### src/dttf_pkg.sv
`timescale 1ns / 1ps
`default_nettype none

package dttf_pkg;

  // default number format: Q15.16
  localparam int FRAC_BITS_DEF = 16;
  localparam int INT_BITS_DEF  = 15;
  localparam int VALUE_W       = 32;
  localparam int CHAR_W        = 8;
  localparam int DIGIT_W       = 4;
  localparam int RADIX         = 10;

  // fraction weights: slot k holds floor(2^frac_bits / 10^(k+1)), last slot is zero
  localparam int WEIGHT_SLOTS = 11;
  localparam int WIDX_W       = $clog2(WEIGHT_SLOTS);
  localparam logic [WIDX_W-1:0] WIDX_LAST = WIDX_W'(WEIGHT_SLOTS - 1);

  // character codes
  localparam logic [CHAR_W-1:0] CH_ZERO  = 8'h30;
  localparam logic [CHAR_W-1:0] CH_NINE  = 8'h39;
  localparam logic [CHAR_W-1:0] CH_DOT   = 8'h2E;
  localparam logic [CHAR_W-1:0] CH_PLUS  = 8'h2B;
  localparam logic [CHAR_W-1:0] CH_MINUS = 8'h2D;
  localparam logic [CHAR_W-1:0] CH_SPACE = 8'h20;
  localparam logic [CHAR_W-1:0] CH_TAB   = 8'h09;
  localparam logic [CHAR_W-1:0] CH_CR    = 8'h0D;

  typedef enum logic [1:0] {
    PH_LEAD,
    PH_INT,
    PH_FRAC,
    PH_TRAIL
  } phase_t;

  typedef struct packed {
    logic [CHAR_W-1:0] char_code;
    logic              is_last;
  } text_beat_t;

  typedef struct packed {
    logic signed [VALUE_W-1:0] value;
    logic                      bad_syntax;
  } num_beat_t;

  typedef logic [63:0] weight_arr_t [WEIGHT_SLOTS];

  // elaboration-time weight table
  function automatic weight_arr_t make_weights(input int frac_bits);
    weight_arr_t w;
    logic [63:0] acc;
    acc = 64'd1 << frac_bits;
    for (int k = 0; k < WEIGHT_SLOTS; k++) begin
      acc  = acc / RADIX;
      w[k] = acc;
    end
    return w;
  endfunction

endpackage

`default_nettype wire

### src/dttf_parse.sv
`timescale 1ns / 1ps
`default_nettype none

module dttf_parse #(
  parameter int FRAC_BITS = dttf_pkg::FRAC_BITS_DEF,
  parameter int INT_BITS  = dttf_pkg::INT_BITS_DEF
) (
  input  wire                   clk,
  input  wire                   rst,
  input  wire                   step,
  input  dttf_pkg::text_beat_t  item,
  output dttf_pkg::num_beat_t   result
);

  localparam dttf_pkg::weight_arr_t WEIGHTS = dttf_pkg::make_weights(FRAC_BITS);
  localparam int ACC_W  = INT_BITS + dttf_pkg::DIGIT_W;
  localparam int PROD_W = FRAC_BITS + dttf_pkg::DIGIT_W;
  localparam int MAG_W  = INT_BITS + FRAC_BITS;
  localparam logic [INT_BITS-1:0] INT_MAX = '1;

  dttf_pkg::phase_t              phase, phase_next;
  logic                          negative, negative_next;
  logic [INT_BITS-1:0]           int_acc, int_acc_next;
  logic [FRAC_BITS-1:0]          frac_acc, frac_acc_next;
  logic [dttf_pkg::WIDX_W-1:0]   widx, widx_next;
  logic                          error_seen, error_next;

  logic [dttf_pkg::CHAR_W-1:0]   c;
  logic                          is_digit, is_space, is_sign, is_dot;
  logic                          in_lead, in_int;
  logic [dttf_pkg::DIGIT_W-1:0]  d;
  logic [ACC_W-1:0]              int_prod;
  logic [FRAC_BITS-1:0]          weight;
  logic [PROD_W-1:0]             frac_prod;
  logic [PROD_W-1:0]             frac_sum;
  logic [MAG_W-1:0]              mag_wide;
  logic [dttf_pkg::VALUE_W-1:0]  mag;

  // character classes
  always_comb begin
    c        = item.char_code;
    is_digit = (c >= dttf_pkg::CH_ZERO) && (c <= dttf_pkg::CH_NINE);
    is_space = (c == dttf_pkg::CH_SPACE) ||
               ((c >= dttf_pkg::CH_TAB) && (c <= dttf_pkg::CH_CR));
    is_sign  = (c == dttf_pkg::CH_PLUS) || (c == dttf_pkg::CH_MINUS);
    is_dot   = (c == dttf_pkg::CH_DOT);
    d        = is_digit ? dttf_pkg::DIGIT_W'(c - dttf_pkg::CH_ZERO) : '0;
    in_lead  = (phase == dttf_pkg::PH_LEAD);
    in_int   = (phase == dttf_pkg::PH_INT);
  end

  // digit arithmetic: integer times ten plus digit, fraction plus digit times weight
  always_comb begin
    int_prod  = ACC_W'(int_acc) * ACC_W'(dttf_pkg::RADIX) + ACC_W'(d);
    weight    = FRAC_BITS'(WEIGHTS[widx]);
    frac_prod = PROD_W'(d) * PROD_W'(weight);
    frac_sum  = PROD_W'(frac_acc) + frac_prod;
  end

  // next state for one character
  always_comb begin
    phase_next    = phase;
    negative_next = negative;
    int_acc_next  = int_acc;
    frac_acc_next = frac_acc;
    widx_next     = widx;
    error_next    = error_seen;
    if (!error_seen) begin
      priority if (is_space) begin
        if (in_int || phase == dttf_pkg::PH_FRAC) begin
          phase_next = dttf_pkg::PH_TRAIL;
        end
      end else if (in_lead && is_sign) begin
        negative_next = (c == dttf_pkg::CH_MINUS);
        phase_next    = dttf_pkg::PH_INT;
      end else if ((in_lead || in_int) && is_dot) begin
        phase_next = dttf_pkg::PH_FRAC;
      end else if (is_digit && (in_lead || in_int)) begin
        phase_next   = dttf_pkg::PH_INT;
        int_acc_next = (int_prod > ACC_W'(INT_MAX)) ? INT_MAX : INT_BITS'(int_prod);
      end else if (is_digit && phase == dttf_pkg::PH_FRAC) begin
        frac_acc_next = FRAC_BITS'(frac_sum);
        if (widx != dttf_pkg::WIDX_LAST) begin
          widx_next = widx + 1'b1;
        end
      end else begin
        error_next = 1'b1;
      end
    end
  end

  // result from the updated state; the fraction never reaches one, so it packs below the integer
  always_comb begin
    mag_wide          = {int_acc_next, frac_acc_next};
    mag               = dttf_pkg::VALUE_W'(mag_wide);
    result.value      = negative_next ? -mag : mag;
    result.bad_syntax = error_next;
  end

  // state registers, cleared by reset and after the last character of a string
  always_ff @(posedge clk) begin
    if (rst || (step && item.is_last)) begin
      phase      <= dttf_pkg::PH_LEAD;
      negative   <= 1'b0;
      int_acc    <= '0;
      frac_acc   <= '0;
      widx       <= '0;
      error_seen <= 1'b0;
    end else if (step) begin
      phase      <= phase_next;
      negative   <= negative_next;
      int_acc    <= int_acc_next;
      frac_acc   <= frac_acc_next;
      widx       <= widx_next;
      error_seen <= error_next;
    end
  end

  // string end returns the parser to its start
  a_clear_after_last: assert property (@(posedge clk) disable iff (rst)
    step && item.is_last |=> phase == dttf_pkg::PH_LEAD && !error_seen && !negative &&
                             int_acc == '0 && frac_acc == '0 && widx == '0)
    else $error("parser not cleared after last character");

  // an error holds until the string ends
  a_error_sticky: assert property (@(posedge clk) disable iff (rst)
    error_seen && !(step && item.is_last) |=> error_seen)
    else $error("error flag dropped inside a string");

  // weight index stays within the table
  a_widx_range: assert property (@(posedge clk) disable iff (rst)
    widx <= dttf_pkg::WIDX_LAST)
    else $error("weight index out of range");

endmodule

`default_nettype wire

### src/dttf_out_reg.sv
`timescale 1ns / 1ps
`default_nettype none

module dttf_out_reg (
  input  wire                  clk,
  input  wire                  rst,
  input  wire                  load,
  input  dttf_pkg::num_beat_t  din,
  output logic                 ready,
  output logic                 valid,
  input  wire                  stall,
  output dttf_pkg::num_beat_t  dout
);

  // free when empty or when the held beat leaves this cycle
  assign ready = !valid || !stall;

  // valid flag
  always_ff @(posedge clk) begin
    if (rst) begin
      valid <= 1'b0;
    end else if (ready) begin
      valid <= load;
    end
  end

  // payload
  always_ff @(posedge clk) begin
    if (ready && load) begin
      dout <= din;
    end
  end

  // a result is never loaded over a held beat
  a_no_overwrite: assert property (@(posedge clk) disable iff (rst)
    valid && stall |=> valid && $stable(dout))
    else $error("held result lost or changed");

endmodule

`default_nettype wire

### src/decimal_text_to_fixed.sv
`timescale 1ns / 1ps
`default_nettype none

// channel | beat type              | handshake                  | content
// text    | dttf_pkg::text_beat_t  | text_valid / text_stall    | one character, last flag
// num     | dttf_pkg::num_beat_t   | num_valid / num_stall      | fixed point value, error flag
//
// one character a cycle sustained while text_stall is low; a character is held in the input register,
// and the result of a string's last character is loaded from there into the output register.
// rst (synchronous) clears the parser to the leading whitespace phase and empties both registers.
// text_stall rises only when the last character of a string waits behind a stalled result beat.

module decimal_text_to_fixed #(
  parameter int FRAC_BITS = dttf_pkg::FRAC_BITS_DEF,
  parameter int INT_BITS  = dttf_pkg::INT_BITS_DEF
) (
  input  wire                  clk,
  input  wire                  rst,
  input  wire                  text_valid,
  output logic                 text_stall,
  input  dttf_pkg::text_beat_t text,
  output logic                 num_valid,
  input  wire                  num_stall,
  output dttf_pkg::num_beat_t  num
);

  logic                 s1_valid;
  dttf_pkg::text_beat_t s1_item;
  logic                 s1_go;
  logic                 step;
  logic                 out_ready;
  dttf_pkg::num_beat_t  result;

  // input register moves on unless its last character needs a free result slot
  assign s1_go      = !s1_item.is_last || out_ready;
  assign step       = s1_valid && s1_go;
  assign text_stall = s1_valid && !s1_go;

  always_ff @(posedge clk) begin
    if (rst) begin
      s1_valid <= 1'b0;
    end else if (!text_stall) begin
      s1_valid <= text_valid;
    end
  end

  always_ff @(posedge clk) begin
    if (text_valid && !text_stall) begin
      s1_item <= text;
    end
  end

  // parser state and per-character logic
  dttf_parse #(
    .FRAC_BITS (FRAC_BITS),
    .INT_BITS  (INT_BITS)
  ) u_parse (
    .clk    (clk),
    .rst    (rst),
    .step   (step),
    .item   (s1_item),
    .result (result)
  );

  // result register
  dttf_out_reg u_out (
    .clk   (clk),
    .rst   (rst),
    .load  (step && s1_item.is_last),
    .din   (result),
    .ready (out_ready),
    .valid (num_valid),
    .stall (num_stall),
    .dout  (num)
  );

  // a stall on the input side is always caused by a waiting last character
  a_stall_cause: assert property (@(posedge clk) disable iff (rst)
    text_stall |-> s1_valid && s1_item.is_last && num_valid && num_stall)
    else $error("input stalled without a blocked result");

endmodule

`default_nettype wire

### config.mk
export PLATFORM = sky130hd
export DESIGN_NAME = decimal_text_to_fixed
export DESIGN_NICKNAME = d
export VERILOG_FILES = /design/src/dttf_pkg.sv /design/src/dttf_parse.sv /design/src/dttf_out_reg.sv /design/src/decimal_text_to_fixed.sv
export SDC_FILE = /design/constraint.sdc
export NUM_CORES = 1
export LEC_CHECK = 0
export BUFFER_PORTS_ARGS = -buffer_cell sky130_fd_sc_hd__buf_2
export CAP_MARGIN = 15
export CORE_AREA = 2 2 179 181
export CTS_BUF_LIST = sky130_fd_sc_hd__clkbuf_8
export DETAILED_ROUTE_END_ITERATION = 7
export DIE_AREA = 0 0 181 183
export PLACE_DENSITY = 0.42
export SYNTH_ARGS = -nofsm -noshare
export SYNTH_HDL_FRONTEND = slang
export SYNTH_SLANG_ARGS = --single-unit
export TNS_END_PERCENT = 30
### constraint.sdc
create_clock -name clk -period 5.8 [get_ports clk]
set_input_delay 1.16 -clock clk [delete_from_list [all_inputs] [get_ports clk]]
set_output_delay 1.16 -clock clk [all_outputs]
set_load 0.05 [all_outputs]
==> flow_summary.toml <==
[cells_and_area]
diodes = 0
utilization_pct = 31.6
nNetsFinal = 1154
drive_gt1_share_pct = 26.8
fin_cells = 1451
synthToLayoutAreaGrowth_pct = 28.3

[place]
io_buffers = 47
place_hpwl_um = 18600
dp.cells = 1413
gp_congestion = 0.840

[logic_synthesis]
synthAdderAreaFrac_pct = 18.6
synth_common_cells = "102 x inv_1, 89 x nor2_1, 85 x nand2_1"
synth-seq-cells = 83
syn_inst = 893
synth.distinct_cells = 92
yosys.area_share.simple_pct = 18.8
synthMuxAreaShare_pct = 1.86
synthFlopType = "edfxtp_1"
yosysWarnings = 0
yosysTopAreaCell = "edfxtp_1"
yosysSeqAreaShare_pct = 27.1
synth_area_per_cell_um2 = 8.61
post_synth_instance_area_um2 = 7680
synth_compound_area_share_pct = 20.4
synth_xor_area_share_pct = 6.82
synth_top_area_share_pct = 16.4
synth_edf_count = 42
syn_nets = 1003
synth_top_family_by_area = "compound AO/OA/AOI/OAI gates"
synthArstFlopShare_pct = 0
synth.area.top_cells = "edfxtp_1 16%, ha_1 11%, dfxtp_1 11%"
yosysMostFrequentCell = "inv_1"

[setup_path]
cp_data_arrival_time_ns = 6.04
start_kind = "register"
crit_path_cell_trace = "and4bb_2 -> buf_6 -> and3_4 -> nand3_4 -> fa_1 -> inv_1 -> fa_1 -> inv_1 -> fa_1 -> inv_2 -> ha_4 -> buf_4 -> or2_2 -> a2bb2oi_2 -> or4_4 -> o21ai_4 -> o211ai_1 -> nor3_1 -> buf_4 -> o21ai_4 -> nor4_4 -> buf_4 -> a31oi_1 -> xor2_1"
slowest_stage = "fa_1"
r2r_slack_ns = -0.12
reg2reg_from = "s1_item[7]$_DFFE_PP_"
r2r-end = "u_out.dout[26]$_DFFE_PP_"
crit_type = "register to register"
cp_data_required_time_ns = 5.92
cp-end-kind = "register"
crit_path_max_incr_delay_ns = 0.54
crit_fanout = 5
reg2reg_depth = 24

[clocking]
clk_pin_slew_worst_paths_ns = 0.09
cts_htree_levels = 3
cts_buffers = 9
cts-root-buf = "clkbuf_8"
cts.sink_count = 83
cts_tree = "yes"
clk_latency_ns = 0.39
clockBufferDepth = 2

[min_path]
hold_depth = 2
hold_end = "u_parse.negative$_SDFFE_PP0P_"
hp-start = "u_parse.negative$_SDFFE_PP0P_"
hp-class = "register to register"

[timing]
period_minus_slack_ns = 5.92
fin_skew_ns = 0.0265
max_slew_margin_pct = 41.1
fmax_ghz = 0.169
min_period_over_period_pct = 102
rsz0062_at_grt = "yes"
layout_setup_ws_ns = -0.118
slew_viol_final = 0
fin_setup_tns_ns = -0.294
finalSetupViolCount = 6
finalHoldViolations = 0
holdWs_ns = 0.461
worst_slew_pin_slew_ns = 0.883

[floorplan]
fp.dieH_um = 183
dieWidth_um = 181
ios = 48
coreArea_um2 = 31200
start_util_pct = 24.6
num_rows = 65
die-area_um2 = 33100

[drt]
vias = 6860
first_pass_iters = 7
wirelength_um = 23300
wl_per_cell_um = 16.0
drt_iter0_markers = 419
via_per_inst = 4.73
ant_nets = 0
drc = 0

[power_and_ir_drop]
leakagePower_nw = 4.11
p_per_area_nw_per_um2 = 132
finalPower_w = 0.00130
ir_drop_uv = 91.4

[run]
cap_violations = 0

[global_routing]
grt-ovfl-total = 0
first_global_vias = 6681
grt_pass1_wl_um = 37000
grt_max_degree = 37
antenna_found_initial = 0
grt_use_total_pct = 14.2

[status]
violations = "setup timing"
status = "complete, but fails checks"
-- where the power goes --
group,switching (W),internal [W]
logic,0.000132,0.0000818
registers,0.00000980,0.000629
clock network,0.000244,0.000202
total,0.000386,0.000913
-- what timing repair did --
action	CTS	global route
hold buffers	0	0
resized for setup	44	36
buffers inserted	17	5
setup endpoints to repair	14	14
pin swaps	41	28
-- flip-flops by register name, summed over array words and instances, names as in the netlist --
| name | flops |
|---|---|
| u_parse.int_acc | 15 |
| u_parse.widx | 4 |
| u_parse.frac_acc | 16 |
| u_out.dout | 33 |
| u_parse.phase | 2 |
| s1_item | 9 |
| u_out.valid | 1 |
| u_parse.error_seen | 1 |
| s1_valid | 1 |
| u_parse.negative | 1 |
-- cell usage in the layout (no fill, tap or decap), types with 6 or more instances in the layout --
cell / Yosys / routed
inv_2: 0 / 6
xnor2_1: 37 / 35
a21oi_1: 71 / 62
o21a_1: 7 / 7
or3_1: 7 / 7
nand2_1: 85 / 81
dfxtp_1: 41 / 41
o211ai_1: 9 / 9
clkbuf_8: 0 / 9
o21ai_0: 34 / 32
or2_2: 8 / 7
a21oi_2: 2 / 10
ha_1: 68 / 60
fa_1: 29 / 28
xor2_1: 21 / 20
nor2_1: 89 / 86
buf_2: 7 / 47
a211oi_1: 12 / 10
a21o_1: 9 / 9
buf_4: 0 / 115
and3_1: 9 / 7
inv_1: 102 / 94
nand3_1: 20 / 14
a31oi_1: 12 / 12
mux2i_1: 12 / 12
edfxtp_1: 42 / 42
ha_4: 0 / 8
nor3_1: 18 / 18
o21ai_1: 9 / 8
-- routing by layer --
metal | vias up | GRT usage, % | wire length (µm)
li1 | 3450 | - | -
met2 | 134 | 21.5 | 9990
met5 | - | 0 | 0
met3 | 12 | 2.07 | 756
met4 | 0 | 2.76 | 195
met1 | 3264 | 21.4 | 12300
-- cell type report --
cell class	instances	area (µm²)
fillers	3366	21400
clock buffers	9	124
repair buffers	166	1140
multi-input cells	682	5550
inverters	102	388
well taps	402	503
clock inverters	7	72.6
flip-flops and latches	83	2080
-- cells by family (layout without fill, tap and decap cells) --
group | count (synthesis) | count (layout)
simple gates | 287 | 287
compound gates | 226 | 226
buf+inv | 128 | 284
fa+ha+maj | 97 | 97
flops | 83 | 83
xor+xnor | 59 | 59
mux | 13 | 13
-- how the worst max path moves through the flow --
stage,from,endpoint,slack [ns],cells after the start
2_1_floorplan,s1_item[3]$_DFFE_PP_,u_out.dout[25]$_DFFE_PP_,0.02,21
3_3_place_gp,s1_item[6]$_DFFE_PP_,u_out.dout[26]$_DFFE_PP_,-0.39,24
3_5_place_dp,s1_item[8]$_DFFE_PP_,u_out.dout[26]$_DFFE_PP_,-0.38,24
4_1_cts,s1_item[8]$_DFFE_PP_,u_out.dout[26]$_DFFE_PP_,-0.07,26
5_1_grt,s1_item[7]$_DFFE_PP_,u_out.dout[26]$_DFFE_PP_,-0.29,25
6_report,s1_item[7]$_DFFE_PP_,u_out.dout[26]$_DFFE_PP_,-0.12,24
-- worst max-delay path: cells and delay by family (launching register included) --
family / cells / cell delay, ns
flops: 1 / 0.39
xor+xnor: 1 / 0.18
simple gates: 7 / 1.97
compound gates: 5 / 0.65
fa+ha+maj: 4 / 1.71
buf+inv: 7 / 0.75
-- per-stage QoR --
| step | area (µm²) | worst slack (ns) |
|---|---|---|
| after global routing | 9860 | -0.293 |
| final | 9860 | -0.118 |
| after global placement | 9100 | -0.390 |
| after detailed placement | 9100 | -0.384 |
| after CTS | 9630 | -0.0668 |
| after floorplan | 7740 | 0.0152 |
Power figures use the tool's default switching activity.
